<file path="src/rtl/core/pan_tilt_servo_slew_positioner_defines.svh">
// assertion macros for the pan/tilt positioner
`ifndef PAN_TILT_SERVO_SLEW_POSITIONER_DEFINES_SVH
`define PAN_TILT_SERVO_SLEW_POSITIONER_DEFINES_SVH

// condition holds at every edge outside reset
`define PTS_ASSERT_ALWAYS(lbl, cond, msg) \
   lbl: assert property (@(posedge clock) disable iff (reset) (cond)) else $error(msg);

// consequent holds in the cycle after the antecedent
`define PTS_ASSERT_NEXT(lbl, ante, cons, msg) \
   lbl: assert property (@(posedge clock) disable iff (reset) (ante) |=> (cons)) \
      else $error(msg);

`endif

</file>
<file path="src/rtl/core/pts_pkg.sv">
package pts_pkg;

   typedef enum logic {
      REQ_SET  = 1'b0,
      REQ_TICK = 1'b1
   } req_kind_type;

   typedef struct packed {
      logic [7:0] rotate;
      logic [7:0] tilt;
   } goal_type;

   // angle + ANGLE_BIAS is never negative and keeps the value mod 360
   localparam logic signed [16:0] ANGLE_BIAS = 17'sd33120;
   // floor(u / 360) = (u * MOD_RECIP) >> MOD_SHIFT for u below 75239
   localparam logic [15:0] MOD_RECIP = 16'd46604;
   localparam int unsigned MOD_SHIFT = 24;
   localparam logic [16:0] MOD_BASE = 17'd360;

   localparam logic [8:0] DEG_HALF = 9'd180;
   localparam logic [8:0] DEG_FOLD = 9'd270;

   // floor(pos * 7.38) = (pos * CMP_SCALE) >> CMP_SHIFT for pos up to 180
   localparam logic [18:0] CMP_SCALE = 19'd483656;
   localparam int unsigned CMP_SHIFT = 16;
   localparam logic [11:0] CMP_OFFSET = 12'd820;

   function automatic logic [11:0] to_compare(input logic [7:0] pos);
      logic [26:0] prod;
      prod = 27'(pos) * 27'(CMP_SCALE);
      return 12'(prod >> CMP_SHIFT) + CMP_OFFSET;
   endfunction

   function automatic logic [7:0] mod_quotient(input logic [16:0] u);
      logic [32:0] prod;
      prod = 33'(u) * 33'(MOD_RECIP);
      return 8'(prod >> MOD_SHIFT);
   endfunction

endpackage

</file>
<file path="src/rtl/core/pan_tilt_servo_slew_positioner.sv">
// each accepted request beat becomes a response beat in order, stage by stage
// throughput: one beat per cycle while rsp_stall allows; an input register, a bias
// and quotient stage and a remainder and fold stage precede a slew and response stage
// reset: synchronous, active high; positions, goals and the step counter clear,
// step interval returns to 1, all pipeline stages empty
module pan_tilt_servo_slew_positioner
   import pts_pkg::*;
(
   input  logic                clock,
   input  logic                reset,
   input  logic                req_valid,
   output logic                req_stall,
   input  logic [0:0]          req_type,
   input  logic signed [15:0]  req_rotate_angle,
   input  logic signed [15:0]  req_tilt_angle,
   output logic                rsp_valid,
   input  logic                rsp_stall,
   output logic [11:0]         rsp_rotate_compare,
   output logic [11:0]         rsp_tilt_compare,
   output logic [7:0]          rsp_rotate_position,
   output logic [7:0]          rsp_tilt_position,
   output logic                rsp_moving,
   input  logic                csr_valid,
   output logic                csr_ready,
   input  logic [15:0]         csr_step_interval
);

`include "pan_tilt_servo_slew_positioner_defines.svh"

   logic         s1_valid_ff;
   req_kind_type s1_kind_ff;
   logic signed [15:0] s1_rotate_ff;
   logic signed [15:0] s1_tilt_ff;

   logic         s2_valid_ff;
   req_kind_type s2_kind_ff;
   logic [16:0]  s2_rotate_biased_ff;
   logic [16:0]  s2_tilt_biased_ff;
   logic [7:0]   s2_rotate_quot_ff;
   logic [7:0]   s2_tilt_quot_ff;

   logic         s3_valid_ff;
   req_kind_type s3_kind_ff;
   goal_type     s3_goal_ff;

   logic         rsp_valid_ff;
   logic [11:0]  rsp_rotate_compare_ff;
   logic [11:0]  rsp_tilt_compare_ff;
   logic [7:0]   rsp_rotate_position_ff;
   logic [7:0]   rsp_tilt_position_ff;
   logic         rsp_moving_ff;

   logic [15:0]  step_interval_ff;
   logic [7:0]   rotate_pos_ff, rotate_pos_in;
   logic [7:0]   tilt_pos_ff, tilt_pos_in;
   logic [7:0]   rotate_goal_ff, rotate_goal_in;
   logic [7:0]   tilt_goal_ff, tilt_goal_in;
   logic [15:0]  interval_count_ff, interval_count_in;

   logic         out_free;
   logic         s3_free;
   logic         s2_free;
   logic         s1_free;
   logic         req_accept;
   logic         s3_fire;

   logic signed [16:0] rotate_ext;
   logic signed [16:0] tilt_ext;
   logic [16:0]  rotate_biased;
   logic [16:0]  tilt_biased;
   goal_type     fold_goal;

   logic         moving_now;
   logic         moving_after;
   logic [15:0]  step_limit;
   logic [15:0]  count_inc;

   // pipeline flow
   assign out_free   = !rsp_valid_ff || !rsp_stall;
   assign s3_free    = !s3_valid_ff || out_free;
   assign s2_free    = !s2_valid_ff || s3_free;
   assign s1_free    = !s1_valid_ff || s2_free;
   assign req_stall  = !s1_free;
   assign req_accept = req_valid && s1_free;
   assign s3_fire    = s3_valid_ff && out_free;
   assign csr_ready  = 1'b1;

   // stage 1 to 2: bias and quotient
   assign rotate_ext    = {s1_rotate_ff[15], s1_rotate_ff};
   assign tilt_ext      = {s1_tilt_ff[15], s1_tilt_ff};
   assign rotate_biased = 17'(rotate_ext + ANGLE_BIAS);
   assign tilt_biased   = 17'(tilt_ext + ANGLE_BIAS);

   // stage 2 to 3: remainder and fold
   pts_angle_fold u_fold (
      .rotate_biased (s2_rotate_biased_ff),
      .rotate_quot   (s2_rotate_quot_ff),
      .tilt_biased   (s2_tilt_biased_ff),
      .tilt_quot     (s2_tilt_quot_ff),
      .goal          (fold_goal)
   );

   // stage 3: slew state
   assign moving_now = (rotate_pos_ff != rotate_goal_ff) || (tilt_pos_ff != tilt_goal_ff);
   assign step_limit = (step_interval_ff == '0) ? 16'd1 : step_interval_ff;
   assign count_inc  = interval_count_ff + 16'd1;
   assign moving_after = (rotate_pos_in != rotate_goal_in) || (tilt_pos_in != tilt_goal_in);

   always_comb begin
      rotate_pos_in     = rotate_pos_ff;
      tilt_pos_in       = tilt_pos_ff;
      rotate_goal_in    = rotate_goal_ff;
      tilt_goal_in      = tilt_goal_ff;
      interval_count_in = interval_count_ff;
      if (s3_fire) begin
         unique case (s3_kind_ff)
            REQ_SET: begin
               rotate_goal_in    = s3_goal_ff.rotate;
               tilt_goal_in      = s3_goal_ff.tilt;
               interval_count_in = '0;
            end
            REQ_TICK: begin
               if (moving_now) begin
                  if (count_inc >= step_limit) begin
                     interval_count_in = '0;
                     if (rotate_pos_ff != rotate_goal_ff) begin
                        if (rotate_pos_ff < rotate_goal_ff) begin
                           rotate_pos_in = rotate_pos_ff + 8'd1;
                        end else begin
                           rotate_pos_in = rotate_pos_ff - 8'd1;
                        end
                     end else if (tilt_pos_ff < tilt_goal_ff) begin
                        tilt_pos_in = tilt_pos_ff + 8'd1;
                     end else begin
                        tilt_pos_in = tilt_pos_ff - 8'd1;
                     end
                  end else begin
                     interval_count_in = count_inc;
                  end
               end else begin
                  interval_count_in = '0;
               end
            end
            default: begin
               interval_count_in = interval_count_ff;
            end
         endcase
         if (!moving_after) begin
            interval_count_in = '0;
         end
      end
   end

   // control registers
   always_ff @(posedge clock) begin
      if (reset) begin
         s1_valid_ff       <= 1'b0;
         s2_valid_ff       <= 1'b0;
         s3_valid_ff       <= 1'b0;
         rsp_valid_ff      <= 1'b0;
         step_interval_ff  <= 16'd1;
         rotate_pos_ff     <= '0;
         tilt_pos_ff       <= '0;
         rotate_goal_ff    <= '0;
         tilt_goal_ff      <= '0;
         interval_count_ff <= '0;
      end else begin
         if (s1_free) begin
            s1_valid_ff <= req_valid;
         end
         if (s2_free) begin
            s2_valid_ff <= s1_valid_ff;
         end
         if (s3_free) begin
            s3_valid_ff <= s2_valid_ff;
         end
         if (out_free) begin
            rsp_valid_ff <= s3_valid_ff;
         end
         if (csr_valid) begin
            step_interval_ff <= csr_step_interval;
         end
         rotate_pos_ff     <= rotate_pos_in;
         tilt_pos_ff       <= tilt_pos_in;
         rotate_goal_ff    <= rotate_goal_in;
         tilt_goal_ff      <= tilt_goal_in;
         interval_count_ff <= interval_count_in;
      end
   end

   // payload registers
   always_ff @(posedge clock) begin
      if (req_accept) begin
         s1_kind_ff   <= req_kind_type'(req_type);
         s1_rotate_ff <= req_rotate_angle;
         s1_tilt_ff   <= req_tilt_angle;
      end
      if (s1_valid_ff && s2_free) begin
         s2_kind_ff          <= s1_kind_ff;
         s2_rotate_biased_ff <= rotate_biased;
         s2_tilt_biased_ff   <= tilt_biased;
         s2_rotate_quot_ff   <= mod_quotient(rotate_biased);
         s2_tilt_quot_ff     <= mod_quotient(tilt_biased);
      end
      if (s2_valid_ff && s3_free) begin
         s3_kind_ff <= s2_kind_ff;
         s3_goal_ff <= fold_goal;
      end
      if (s3_fire) begin
         rsp_rotate_compare_ff  <= to_compare(rotate_pos_in);
         rsp_tilt_compare_ff    <= to_compare(tilt_pos_in);
         rsp_rotate_position_ff <= rotate_pos_in;
         rsp_tilt_position_ff   <= tilt_pos_in;
         rsp_moving_ff          <= moving_after;
      end
   end

   assign rsp_valid           = rsp_valid_ff;
   assign rsp_rotate_compare  = rsp_rotate_compare_ff;
   assign rsp_tilt_compare    = rsp_tilt_compare_ff;
   assign rsp_rotate_position = rsp_rotate_position_ff;
   assign rsp_tilt_position   = rsp_tilt_position_ff;
   assign rsp_moving          = rsp_moving_ff;

   // checks
   `PTS_ASSERT_ALWAYS(a_count_idle, moving_now || (interval_count_ff == '0),
      "count not clear while idle")
   `PTS_ASSERT_NEXT(a_one_axis, 1'b1, $stable(rotate_pos_ff) || $stable(tilt_pos_ff),
      "both axes moved in one beat")
   `PTS_ASSERT_NEXT(a_rotate_step, 1'b1,
      (rotate_pos_ff == $past(rotate_pos_ff)) ||
      (rotate_pos_ff == 8'($past(rotate_pos_ff) + 8'd1)) ||
      (rotate_pos_ff == 8'($past(rotate_pos_ff) - 8'd1)),
      "rotate jumped more than one degree")
   `PTS_ASSERT_NEXT(a_state_hold, !s3_fire,
      $stable(rotate_pos_ff) && $stable(tilt_pos_ff) &&
      $stable(rotate_goal_ff) && $stable(tilt_goal_ff),
      "state changed without a beat")

endmodule

</file>
<file path="src/rtl/core/pts_angle_fold.sv">
module pts_angle_fold
   import pts_pkg::*;
(
   input  logic [16:0] rotate_biased,
   input  logic [7:0]  rotate_quot,
   input  logic [16:0] tilt_biased,
   input  logic [7:0]  tilt_quot,
   output goal_type    goal
);

   logic [16:0] rotate_rem;
   logic [16:0] tilt_rem;
   logic [8:0]  rotate_deg;
   logic [8:0]  tilt_deg;
   logic [8:0]  tilt_clip;
   logic [8:0]  rotate_half;
   logic [8:0]  tilt_final;

   assign rotate_rem = rotate_biased - 17'(rotate_quot) * MOD_BASE;
   assign tilt_rem   = tilt_biased - 17'(tilt_quot) * MOD_BASE;
   assign rotate_deg = rotate_rem[8:0];
   assign tilt_deg   = tilt_rem[8:0];

   always_comb begin
      priority if (tilt_deg >= DEG_FOLD) begin
         tilt_clip = '0;
      end else if (tilt_deg > DEG_HALF) begin
         tilt_clip = DEG_HALF;
      end else begin
         tilt_clip = tilt_deg;
      end
   end

   always_comb begin
      if (rotate_deg > DEG_HALF) begin
         rotate_half = rotate_deg - DEG_HALF;
         tilt_final  = DEG_HALF - tilt_clip;
      end else begin
         rotate_half = rotate_deg;
         tilt_final  = tilt_clip;
      end
   end

   assign goal.rotate = 8'(DEG_HALF - rotate_half);
   assign goal.tilt   = tilt_final[7:0];

endmodule
</file>
<file path="config.mk">
export PLATFORM = sky130hd
export DESIGN_NAME = pan_tilt_servo_slew_positioner
export DESIGN_NICKNAME = d
export VERILOG_FILES = /design/src/rtl/core/pts_pkg.sv /design/src/rtl/core/pan_tilt_servo_slew_positioner.sv /design/src/rtl/core/pts_angle_fold.sv
export VERILOG_INCLUDE_DIRS = /design/src /design/src/rtl/core
export SDC_FILE = /design/constraint.sdc
export NUM_CORES = 1
export LEC_CHECK = 0
export BUFFER_PORTS_ARGS = -buffer_cell sky130_fd_sc_hd__buf_2
export CORE_ASPECT_RATIO = 0.75
export CORE_UTILIZATION = 65
export CTS_BUF_LIST = sky130_fd_sc_hd__clkbuf_8
export DETAILED_ROUTE_END_ITERATION = 8
export PLACE_DENSITY = 0.83
export RECOVER_POWER = 100
export SLEW_MARGIN = 15
export SYNTH_ARGS = -nofsm -noshare
export SYNTH_HDL_FRONTEND = slang
export SYNTH_SLANG_ARGS = --single-unit
</file>
<file path="constraint.sdc">
create_clock -name clock -period 10 [get_ports clock]
set_clock_uncertainty 0.05 [all_clocks]
set_input_delay 0.5 -clock clock [delete_from_list [all_inputs] [get_ports clock]]
set_output_delay 0.5 -clock clock [all_outputs]
set_load 0.05 [all_outputs]
</file>
== Word-level counts from Yosys, hierarchy flattened ==
Cells that the tools add are included.

* Flip-flop bits (word level): 194
* Bits of input ports: 54

* Add/subtract/negate cells: 14
* Multipliers: 6
* Magnitude comparators: 6
* Equality and inequality tests: 4
* Multiplexer cells: 25
* Bitwise gates (word level): 1
* Reductions and logical operators: 17

{| class="wikitable"
|+ Operators by type and width
! cell !! count
|-
| 8-bit 2-to-1 mux || 20
|-
| 16-bit 2-to-1 mux || 4
|-
| 17-bit by 14-bit multiplier with 30-bit output, second input constant || 2
|-
| 8-bit by 16-bit multiplier with 24-bit output, second input constant || 2
|-
| 16-bit by 17-bit adder with 17-bit output, second input constant || 2
|-
| 8-bit inequality test || 4
|-
| 16-bit one-hot mux with 2 select lines || 1
|-
| 11-bit by 10-bit adder with 12-bit output, second input constant || 2
|-
| 9-bit by 8-bit > comparator with 1-bit output, second input constant || 2
|-
| 9-bit subtractor || 2
|-
| 16-bit by 1-bit adder with 16-bit output, second input constant || 1
|-
| 8-bit by 1-bit adder with 8-bit output, second input constant || 2
|-
| 16-bit >= comparator || 1
|-
| 16-bit zero test || 1
|-
| 8-bit < comparator || 2
|-
| 8-bit by 6-bit multiplier with 6-bit output, second input constant || 2
|-
| 8-bit by 1-bit subtractor with 8-bit output, second input constant || 2
|-
| 8-bit subtractor, first input constant || 2
|-
| 9-bit >= comparator, second input constant || 1
|-
| 8-bit subtractor, second input constant || 1
|-
| 1-bit zero test || 6
|-
| 1-bit logical OR || 6
|-
| 1-bit logical AND || 4
|-
| 1-bit NOT || 1
|}

== Depth between registers and ports, before layout ==
Gate-level depths: netlist (run 1).

* Depth after elaboration: 10
* Depth in mapped cells: 37

== Modules after synthesis ==
A second synthesis (run 1) with hierarchy kept.

* Cell total of the unflattened synthesis: 1982
* Area, all modules: 20965.1 sq um

{| class="wikitable"
|+ By module, submodules not included
! module !! times used !! cells an instance !! area an instance (sq um) !! seq. area each (sq um)
|-
| pan_tilt_servo_slew_positioner || 1 || 1782 || 19497.4 || 5625.4
|-
| pts_angle_fold || 1 || 200 || 1467.7 || 0.0
|}

== Worst setup path before layout (run 1) ==
OpenSTA, ideal clock, no wires.

* Kind: register to register
* Start point: reg tilt_goal_ff[1]
* End point: reg rsp_tilt_compare_ff[11], in the netlist rsp_tilt_compare[11], data pin
* Library setup time: 0.256 ns
* Arrival time: 7.839 ns
* Data required time: 9.694 ns
* Path slack: 1.855 ns
* Stages on the path, launching flop included: 38
* Path buffers: 0
* Period minus slack after synthesis: 8.145 ns
* Path through: dfxtp_1 inv_1 ha_1 nor2b_1 o21a_1 o21a_1 o211ai_1 a21oi_1 or2_2 ha_1 a21o_1 a21o_1 a21o_1 a21oi_1 o21a_1 or3_1 a21oi_1 xnor2_1 [... 2 more ...] inv_1 fa_1 inv_1 fa_1 inv_1 fa_1 inv_1 ha_1 and3_1 nor2b_1 a31oi_1 a31oi_1 o21a_1 o22a_1 xor2_1 a21oi_2 or3b_1 and4_1

* Longest elaborated chain between the ends: 9
* Elaborated cells on any way between the ends: 11

{| class="wikitable"
|+ RTL lines
! item !! RTL line !! source
|-
| from (decl) || pan_tilt_servo_slew_positioner.sv:57 || <nowiki>logic [7:0] tilt_goal_ff, tilt_goal_in;</nowiki>
|-
| from (signal assigned) || pan_tilt_servo_slew_positioner.sv:186 || <nowiki>tilt_goal_ff <= tilt_goal_in;</nowiki>
|-
| 8-bit < comparator || pan_tilt_servo_slew_positioner.sv:132 || <nowiki>end else if (tilt_pos_ff < tilt_goal_ff) begin</nowiki>
|-
| 8-bit 2-to-1 mux || pan_tilt_servo_slew_positioner.sv:132 ||
|-
| 8-bit 2-to-1 mux || pan_tilt_servo_slew_positioner.sv:126 || <nowiki>if (rotate_pos_ff != rotate_goal_ff) begin</nowiki>
|-
| 8-bit 2-to-1 mux || pan_tilt_servo_slew_positioner.sv:124 || <nowiki>if (count_inc >= step_limit) begin</nowiki>
|-
| 8-bit 2-to-1 mux * || pan_tilt_servo_slew_positioner.sv:123 || <nowiki>if (moving_now) begin</nowiki>
|-
| 8-bit 2-to-1 mux * || pan_tilt_servo_slew_positioner.sv:116 || <nowiki>unique case (s3_kind_ff)</nowiki>
|-
| 8-bit 2-to-1 mux * || pan_tilt_servo_slew_positioner.sv:115 || <nowiki>if (s3_fire) begin</nowiki>
|-
| named net tilt_pos_in[7] || pan_tilt_servo_slew_positioner.sv:55 || <nowiki>logic [7:0] tilt_pos_ff, tilt_pos_in;</nowiki>
|-
| 8-bit by 16-bit multiplier with 24-bit output * || pts_pkg.sv:30 || <nowiki>prod = 27'(pos) * 27'(CMP_SCALE);</nowiki>
|-
| 11-bit by 10-bit adder with 12-bit output * || pts_pkg.sv:31 || <nowiki>return 12'(prod >> CMP_SHIFT) + CMP_OFFSET;</nowiki>
|-
| to (signal assigned) || pan_tilt_servo_slew_positioner.sv:211 || <nowiki>rsp_tilt_compare_ff <= to_compare(tilt_pos_in);</nowiki>
|-
| to (decl) || pan_tilt_servo_slew_positioner.sv:48 || <nowiki>logic [11:0] rsp_tilt_compare_ff;</nowiki>
|}

The timed path passes the listed nets; every way through them passes the cells marked *.
A chain may end at the register's enable or synchronous reset.

== Final worst setup path (run 1) ==
* Start point: reg interval_count_ff[0]
* End point: reg rsp_rotate_compare_ff[10], in the netlist rsp_rotate_compare[10], data pin

* Longest elaborated chain between the ends: 8

{| class="wikitable"
|+ RTL lines
! item !! RTL line !! source
|-
| from (decl) || pan_tilt_servo_slew_positioner.sv:58 || <nowiki>logic [15:0] interval_count_ff, interval_count_in;</nowiki>
|-
| from (signal assigned) || pan_tilt_servo_slew_positioner.sv:187 || <nowiki>interval_count_ff <= interval_count_in;</nowiki>
|-
| 16-bit by 1-bit adder with 16-bit output || pan_tilt_servo_slew_positioner.sv:106 || <nowiki>assign count_inc = interval_count_ff + 16'd1;</nowiki>
|-
| 16-bit >= comparator || pan_tilt_servo_slew_positioner.sv:124 ||
|-
| 8-bit 2-to-1 mux || pan_tilt_servo_slew_positioner.sv:124 ||
|-
| 8-bit 2-to-1 mux || pan_tilt_servo_slew_positioner.sv:123 ||
|-
| 8-bit 2-to-1 mux || pan_tilt_servo_slew_positioner.sv:116 ||
|-
| 8-bit 2-to-1 mux || pan_tilt_servo_slew_positioner.sv:115 ||
|-
| named net rotate_pos_in[7] || pan_tilt_servo_slew_positioner.sv:54 || <nowiki>logic [7:0] rotate_pos_ff, rotate_pos_in;</nowiki>
|-
| 8-bit by 16-bit multiplier with 24-bit output || pts_pkg.sv:30 ||
|-
| 11-bit by 10-bit adder with 12-bit output || pts_pkg.sv:31 ||
|-
| to (signal assigned) || pan_tilt_servo_slew_positioner.sv:210 || <nowiki>rsp_rotate_compare_ff <= to_compare(rotate_pos_in);</nowiki>
|-
| to (decl) || pan_tilt_servo_slew_positioner.sv:47 || <nowiki>logic [11:0] rsp_rotate_compare_ff;</nowiki>
|}

The timed path passes the listed nets, and every way through them passes these cells.

==> flow_summary.yaml, run 1 <==
placement:
  dp.cells: 2378
  place.port_buffers: 96
  hpwlAfterDp_um: 32300
  routabilityCongestion: 0.944
grt:
  grt_pass1_wl_um: 67600
  track_usage: 0.268
  grt_max_degree: 55
  grt_pass1_vias: 14200
  use_met2: 0.448
  use_met1: 0.364
  grt_overflow: 0
  top_usage_layer: "met2"
  antenna_found_initial: 0
  use_met3: 0.0390
floorplan:
  rows: 54
  die_x_um: 204
  ioPinCount: 98
  die_area_um2: 31200
  die_y_um: 153
  core_area_um2: 29500
  initial_core_util: 0.672
final_layout:
  fillers: 2160
  layout_commonest_cell: "ha_1"
  drive_above_1_share: 0.0515
  final_cell_mix: "400 x ha_1, 321 x inv_1, 155 x fa_1"
  area_growth_pct: 6.32
  nNetsFinal: 2614
  antenna_cells: 0
  stdcell_count: 2410
  fin_util: 0.714
synthesis:
  yosys.area.top_type: "ha_1"
  synth_area_um2: 19800
  synthDistinctLibCells: 88
  synth.area.top_cells: "ha_1 25%, edfxtp_1 18%, fa_1 16%"
  yosys_warnings: 0
  ys_seq_elements: 190
  async_flop_share: 0
  synth-edff-count: 122
  yosysSeqAreaShare: 0.253
  syn_nets: 2513
  syn-mean-instance-area_um2: 10.4
  synthFlopType: "edfxtp_1"
  syn_inst: 1904
  synth_top_area_share: 0.252
clock_network:
  htreeDepth: 4
  post_cts_resized: 0
  cts_buffers: 17
  clk_latency_ns: 0.50
  cts_root_buf: "clkbuf_8"
  hold_buffers: 0
  cts_sinks: 190
  tritoncts: "done"
  clk_pin_slew_ns: 0.12
  clockBufferDepth: 2
  postCtsSetupRepairBufs: 0
setup_path:
  arrival_ns: 9.44
  worstPathRequired_ns: 10.21
  endpoint_kind: "flop"
  crit_top_cell: "ha_1"
  cp_slowest_stage_delay_ns: 0.66
  critical_path_class: "reg2reg"
  slowest_stage: "o211ai_1"
  critPathLaunchType: "flop"
  r2r_cells: 34
  cp_max_fo: 8
timing:
  hold_ws_ns: 0.119
  setup_viol: 0
  worstMarginPinSlew_ns: 4.21
  finalHoldViolCount: 0
  fin_crit_ns: 9.24
  fin_crit_sh: 0.924
  fmax_ghz: 0.108
  tns_ns: 0
  drv_slew: 144
  slew_headroom: -1.83
  grt_setup_unrepaired: "false"
drt:
  wl_um: 39600
  viasPerCell: 5.66
  drc: 0
  detail-route-antenna-nets: 0
  dr_total_vias: 13600
  first_pass_iters: 5
  wl_per_cell_um: 16.4
  drt_iter0_drc: 898
min_path:
  hp-class: "in2reg"
  hold_depth: 1
run_status:
  violations: "capacitance limit, slew limit"
  status: "finished with violations"
run:
  drv_cap: 4
==> routing by layer <==
metal / part of all wire / wire length, um
met1: 0.46 / 18200
met2: 0.48 / 19100
met3: 0.044 / 1750
met4: 0.015 / 586
met5: 0 / 0
==> final cells by class <==
class	count	area, um2	share of cell area
flip-flops and latches	190	5020	0.238
clock inverters	15	219	0.0104
multi-input cells	1370	13400	0.637
well taps	392	490	0.0233
repair buffers	105	477	0.0226
clock buffers	17	234	0.0111
inverters	321	1200	0.0571
==> stage by stage <==
step / area [um2] / setup WS, ns
after floorplan: 19800 / 1.85
final: 21100 / 0.762
after CTS: 21200 / 1.09
after global placement: 20800 / 1.47
after global routing: 21100 / 0.278
after detailed placement: 20800 / 1.17
==> final timing paths <==
check / startpoint / end / slack [ns]
setup / recovery: interval_count_ff[0] / rsp_rotate_compare[10] / 0.76
hold / removal: req_rotate_angle[5] / s1_rotate_ff[5] / 0.12
setup reg to reg: interval_count_ff[0] / rsp_rotate_compare[10] / 0.76
hold reg to reg: s1_kind_ff / s2_kind_ff / 0.39
==> registers in the layout, indices dropped and copies added, names as in the netlist, 6 cells and up <==
register             cells
tilt_goal_ff             8
rsp_rotate_compare      12
s2_rotate_quot_ff        6
step_interval_ff        16
rotate_pos_ff            8
s1_tilt_ff              16
s3_goal_ff              16
rsp_tilt_position        8
s2_tilt_biased_ff        9
rsp_rotate_position      8
rotate_goal_ff           8
s2_tilt_quot_ff          6
tilt_pos_ff              8
s1_rotate_ff            16
rsp_tilt_compare        12
interval_count_ff       16
s2_rotate_biased_ff      9
==> cells in the mapped netlist (3+ instances only) <==
cell type,n
dfxtp_1,68
or3_1,8
mux2i_1,37
o21ai_1,8
nand2_1,81
a211oi_1,5
nand2b_1,22
nand3b_1,4
o21a_1,8
nand3_1,26
o31ai_1,8
nor2b_1,15
a21boi_0,8
nor4_1,5
and2_1,9
nor3_1,13
xor2_1,58
buf_4,4
xnor2_1,111
clkbuf_1,16
and3_1,19
or2_2,5
o2111ai_1,5
a31oi_1,9
inv_1,320
o21ai_0,45
fa_1,155
a21oi_1,63
and4_1,3
o211ai_1,7
nor2_1,107
ha_1,400
edfxtp_1,122
a21o_1,48
nand4_1,14
nor3b_1,6
==> cell families after synthesis <==
kind of cell	count (synthesis)	share of synthesized area
fa+ha+maj	555	0.409
simple gates	352	0.0888
buf+inv	344	0.0663
compound gates	253	0.0865
flops	190	0.253
xor+xnor	170	0.0758
mux	39	0.0204
other cells	1	0.000189
==> worst max-delay path, delay by kind of cell (launching register included) <==
family	cells	cell delay [ns]
simple gates	11	2.23
buf+inv	4	0.51
flops	1	0.43
xor+xnor	4	0.62
fa+ha+maj	7	2.52
mux	1	0.29
compound gates	7	2.34
Power of run 1 is left out: the tool's default activity adds up to more than one toggle a clock period on the data nets, which glitch-free logic cannot reach.
==> run 2, diff against run 1 <==
- SKIP_LAST_GASP: unset -> 1
- SYNTH_HIERARCHICAL: unset -> 1
==> run 2 against run 1 <==
The run still ends with capacitance limit, slew limit left. Synthesized cell count up 1.4%. Via count up 1.3%. Worst hold slack better by 0.0035 ns. Highest routed layer unchanged. Global-route usage down 0.28 points.
==> flow_summary.yaml, run 2 <==
clock_network:
  postCtsSetupRepairBufs: 0
  htreeDepth: 4
  clockBufferDepth: 2
  hold_buffers: 0
  tritoncts: "done"
  post_cts_resized: 0
  cts_buffers: 17
  cts_root_buf: "clkbuf_8"
  clk_latency_ns: 0.49
  clk_pin_slew_ns: 0.11
  cts_sinks: 190
placement:
  hpwlAfterDp_um: 32800
  placed_area_um2: 21000
  routabilityCongestion: 0.918
  place.port_buffers: 96
floorplan:
  core_area_um2: 30300
  ioPinCount: 98
  die_y_um: 154
  initial_core_util: 0.663
  die_x_um: 205
  rows: 55
  die_area_um2: 31600
min_path:
  hp-start: "req_tilt_angle[7]"
  hold_path_end: "s1_tilt_ff[7]"
  hp-class: "in2reg"
  hold_depth: 1
timing:
  finalHoldViolCount: 0
  grt_setup_unrepaired: "false"
  fin_crit_sh: 0.914
  setup_viol: 0
  slew_headroom: -1.75
  tns_ns: 0
  hold_ws_ns: 0.122
  fmax_ghz: 0.109
  worstMarginPinSlew_ns: 4.09
  fin_crit_ns: 9.14
  drv_slew: 138
synthesis:
  syn-mean-instance-area_um2: 10.4
  yosys_warnings: 6
  syn_inst: 1930
  synth_area_um2: 20100
  syn_nets: 2551
drt:
  drt_iter0_drc: 897
  dr_total_vias: 13800
  drc: 0
  wl_per_cell_um: 16.4
  wl_um: 40000
  viasPerCell: 5.66
  first_pass_iters: 7
  detail-route-antenna-nets: 0
grt:
  grt_pass1_vias: 14100
  grt_pass1_wl_um: 67000
  antenna_found_initial: 0
  grt_overflow: 0
  grt_max_degree: 55
  track_usage: 0.265
setup_path:
  r2r_cells: 35
  rrSetupSlack_ns: 0.86
  arrival_ns: 9.33
  r2r-end: "rsp_rotate_compare[9]"
  cp_max_fo: 10
  slowest_stage: "o21ai_0"
  worstPathRequired_ns: 10.19
  worstReg2RegStart: "interval_count_ff[2]"
  critPathLaunchType: "flop"
  endpoint_kind: "flop"
  critical_path_class: "reg2reg"
  crit_top_cell: "ha_1"
  cp_slowest_stage_delay_ns: 0.96
final_layout:
  drive_above_1_share: 0.0509
  layout_commonest_cell: "ha_1"
  final_area_um2: 21300
  area_growth_pct: 5.96
  seqCellArea_um2: 5020
  nNetsFinal: 2650
  final_cell_mix: "411 x ha_1, 321 x inv_1, 156 x fa_1"
  multi_input_area_um2: 13700
  fillers: 2201
  fin_util: 0.702
  antenna_cells: 0
run_status:
  violations: "capacitance limit, slew limit"
  status: "finished with violations"
run:
  drv_cap: 4
## run 2: per-stage QoR
stage,setup slack [ns],std cells
floorplan,2.11,1930
global placement,1.60,2409
detailed placement,1.26,2409
CTS,1.20,2441
global route,0.147,2441
finish,0.863,2441
## run 2: area by class of cell
class | instances | area share
Clock buffer | 17 | 0.0110
Clock inverter | 15 | 0.00824
Inverter | 320 | 0.0565
Multi-Input combinational cell | 1398 | 0.643
Sequential cell | 190 | 0.236
Tap cell | 399 | 0.0235
Timing Repair Buffer | 102 | 0.0214
## run 2: how the worst max path moves through the flow
stage,startpoint,end,depth (start not counted)
final,interval_count_ff[2],rsp_rotate_compare[9],35
after global placement,tilt_pos_ff[1],rsp_tilt_compare[9],35
after CTS,tilt_pos_ff[1],rsp_tilt_compare[10],36
after global routing,interval_count_ff[2],rsp_rotate_compare[9],35
after floorplan,tilt_pos_ff[1],rsp_tilt_compare[10],36
after detailed placement,interval_count_ff[2],rsp_tilt_compare[10],38
## run 2: per-layer routing
metal  part of all wire  GRT usage  vias to the layer above
li1                   -          -                     6784
met3              0.040     0.0326                       55
met2               0.47      0.441                      301
met5                  0          0                        -
met1               0.47      0.365                     6682
met4              0.017     0.0702                        0
## run 2: worst max-delay path: cells and delay by family (launching register included)
| family | cells | cell delay (ns) |
|---|---|---|
| mux | 1 | 0.24 |
| flops | 1 | 0.43 |
| buf+inv | 3 | 0.40 |
| fa+ha+maj | 6 | 1.90 |
| compound gates | 5 | 2.24 |
| xor+xnor | 2 | 0.35 |
| simple gates | 18 | 3.26 |
Power of run 2 is left out for the same reason.
==> run 3, diff against run 2 <==
- CORE_MARGIN: unset -> 4
- GPL_TIMING_DRIVEN: unset -> 0
- SKIP_LAST_GASP: 1 -> unset
==> run 3 against run 2 <==
The flow now finishes without violations. Sequential share of layout area is 0.14 points lower. Non-clock buffer count is 18 higher. Sequential cell count stayed put.
==> flow_summary.yaml, run 3 (same netlist as run 2, synthesis figures left out) <==
grt:
  grt_pass1_wl_um: 70600
  grt_max_degree: 28
  antenna_found_initial: 0
  grt_pass1_vias: 14700
  track_usage: 0.253
  grt_overflow: 0
clock_network:
  clockBufferDepth: 2
  tritoncts: "done"
  cts_sinks: 190
  hold_buffers: 0
  htreeDepth: 4
  cts_root_buf: "clkbuf_8"
  clk_pin_slew_ns: 0.13
  cts_buffers: 17
  post_cts_resized: 0
  postCtsSetupRepairBufs: 0
  clk_latency_ns: 0.53
placement:
  hpwlAfterDp_um: 34200
  dp.cells: 2427
  routabilityCongestion: 0.941
  place.port_buffers: 94
final_layout:
  area_growth_pct: 6.57
  antenna_cells: 0
  stdcell_count: 2459
  drive_above_1_share: 0.0534
  final_cell_mix: "411 x ha_1, 320 x inv_1, 156 x fa_1"
  layout_commonest_cell: "ha_1"
  nNetsFinal: 2668
  fillers: 2202
timing:
  drv_slew: 0
  fin_crit_sh: 0.925
  grt_setup_unrepaired: "false"
  fin_crit_ns: 9.25
  setup_viol: 0
  tns_ns: 0
  fmax_ghz: 0.108
  hold_ws_ns: 0.0951
  worstMarginPinSlew_ns: 1.42
  slew_headroom: 0.0521
  finalHoldViolCount: 0
floorplan:
  die_area_um2: 33800
  core_area_um2: 30300
  ioPinCount: 98
  initial_core_util: 0.663
  rows: 55
  die_y_um: 160
  die_x_um: 211
drt:
  viasPerCell: 5.70
  wl_um: 41300
  drc: 0
  wl_per_cell_um: 16.8
  first_pass_iters: 5
  drt_iter0_drc: 753
  dr_total_vias: 14000
  detail-route-antenna-nets: 0
setup_path:
  critPathLaunchType: "flop"
  endpoint_kind: "flop"
  critical_path_class: "reg2reg"
  arrival_ns: 9.49
  slowest_stage: "o21ai_0"
  worstPathRequired_ns: 10.24
  cp_max_fo: 10
  cp_slowest_stage_delay_ns: 0.90
min_path:
  hp-class: "in2reg"
run_status:
  status: "finished, final reports clean"
run:
  drv_cap: 0
-- run 3: cell types whose count changed in the layout (fill, tap and decap cells not counted), moves of 2 or more --
cell / change
clkinv_2: -2
clkbuf_1: +17
clkinv_8: +3
inv_12: +5
bufinv_16: -2
inv_6: -2
-- run 3: final cells by class --
type,count,area (um2),area share
Multi-Input combinational cell,1398,13700,0.640
Clock inverter,15,201,0.00942
Clock buffer,17,234,0.0109
Tap cell,399,499,0.0233
Timing Repair Buffer,98,432,0.0202
Buffer,22,97.6,0.00456
Inverter,320,1200,0.0562
Sequential cell,190,5020,0.235
-- run 3: final timing paths --
| path | from | endpoint | slack [ns] | depth (start not counted) |
|---|---|---|---|---|
| setup / recovery | rotate_pos_ff[0] | rsp_rotate_compare[10] | 0.75 | 34 |
| hold / removal | req_tilt_angle[15] | s1_tilt_ff[15] | 0.1 | 1 |
| setup reg to reg | rotate_pos_ff[0] | rsp_rotate_compare[10] | 0.75 | 34 |
| hold reg to reg | s2_kind_ff | s3_kind_ff | 0.38 | 0 |
-- run 3: critical path: cells and delay by family (launching register included) --
kind                     cells  cell delay [ns]
XOR/XNOR                     3             0.73
adder cells (fa/ha/maj)      6             2.02
AND/OR/NAND/NOR              8             1.41
flip-flops                   1             0.50
AO/OA/AOI/OAI               13             3.75
buffers and inverters        4             0.52
-- run 3: through the flow --
step / area [um2] / util / worst slack, ns
5_1_grt: 21400 / 0.706 / 0.119
4_1_cts: 21600 / 0.713 / 0.828
3_3_place_gp: 21000 / 0.695 / 0.565
6_report: 21400 / 0.706 / 0.747
3_5_place_dp: 21200 / 0.699 / 0.887
2_1_floorplan: 20100 / - / 2.11
-- run 3: routing by layer --
metal	part of all wire	up-vias	GRT usage
met5	0	-	0
met2	0.48	348	0.419
met1	0.46	6772	0.344
met3	0.049	62	0.0546
met4	0.016	0	0.0586
li1	-	6828	-
Power of run 3 is left out for the same reason.
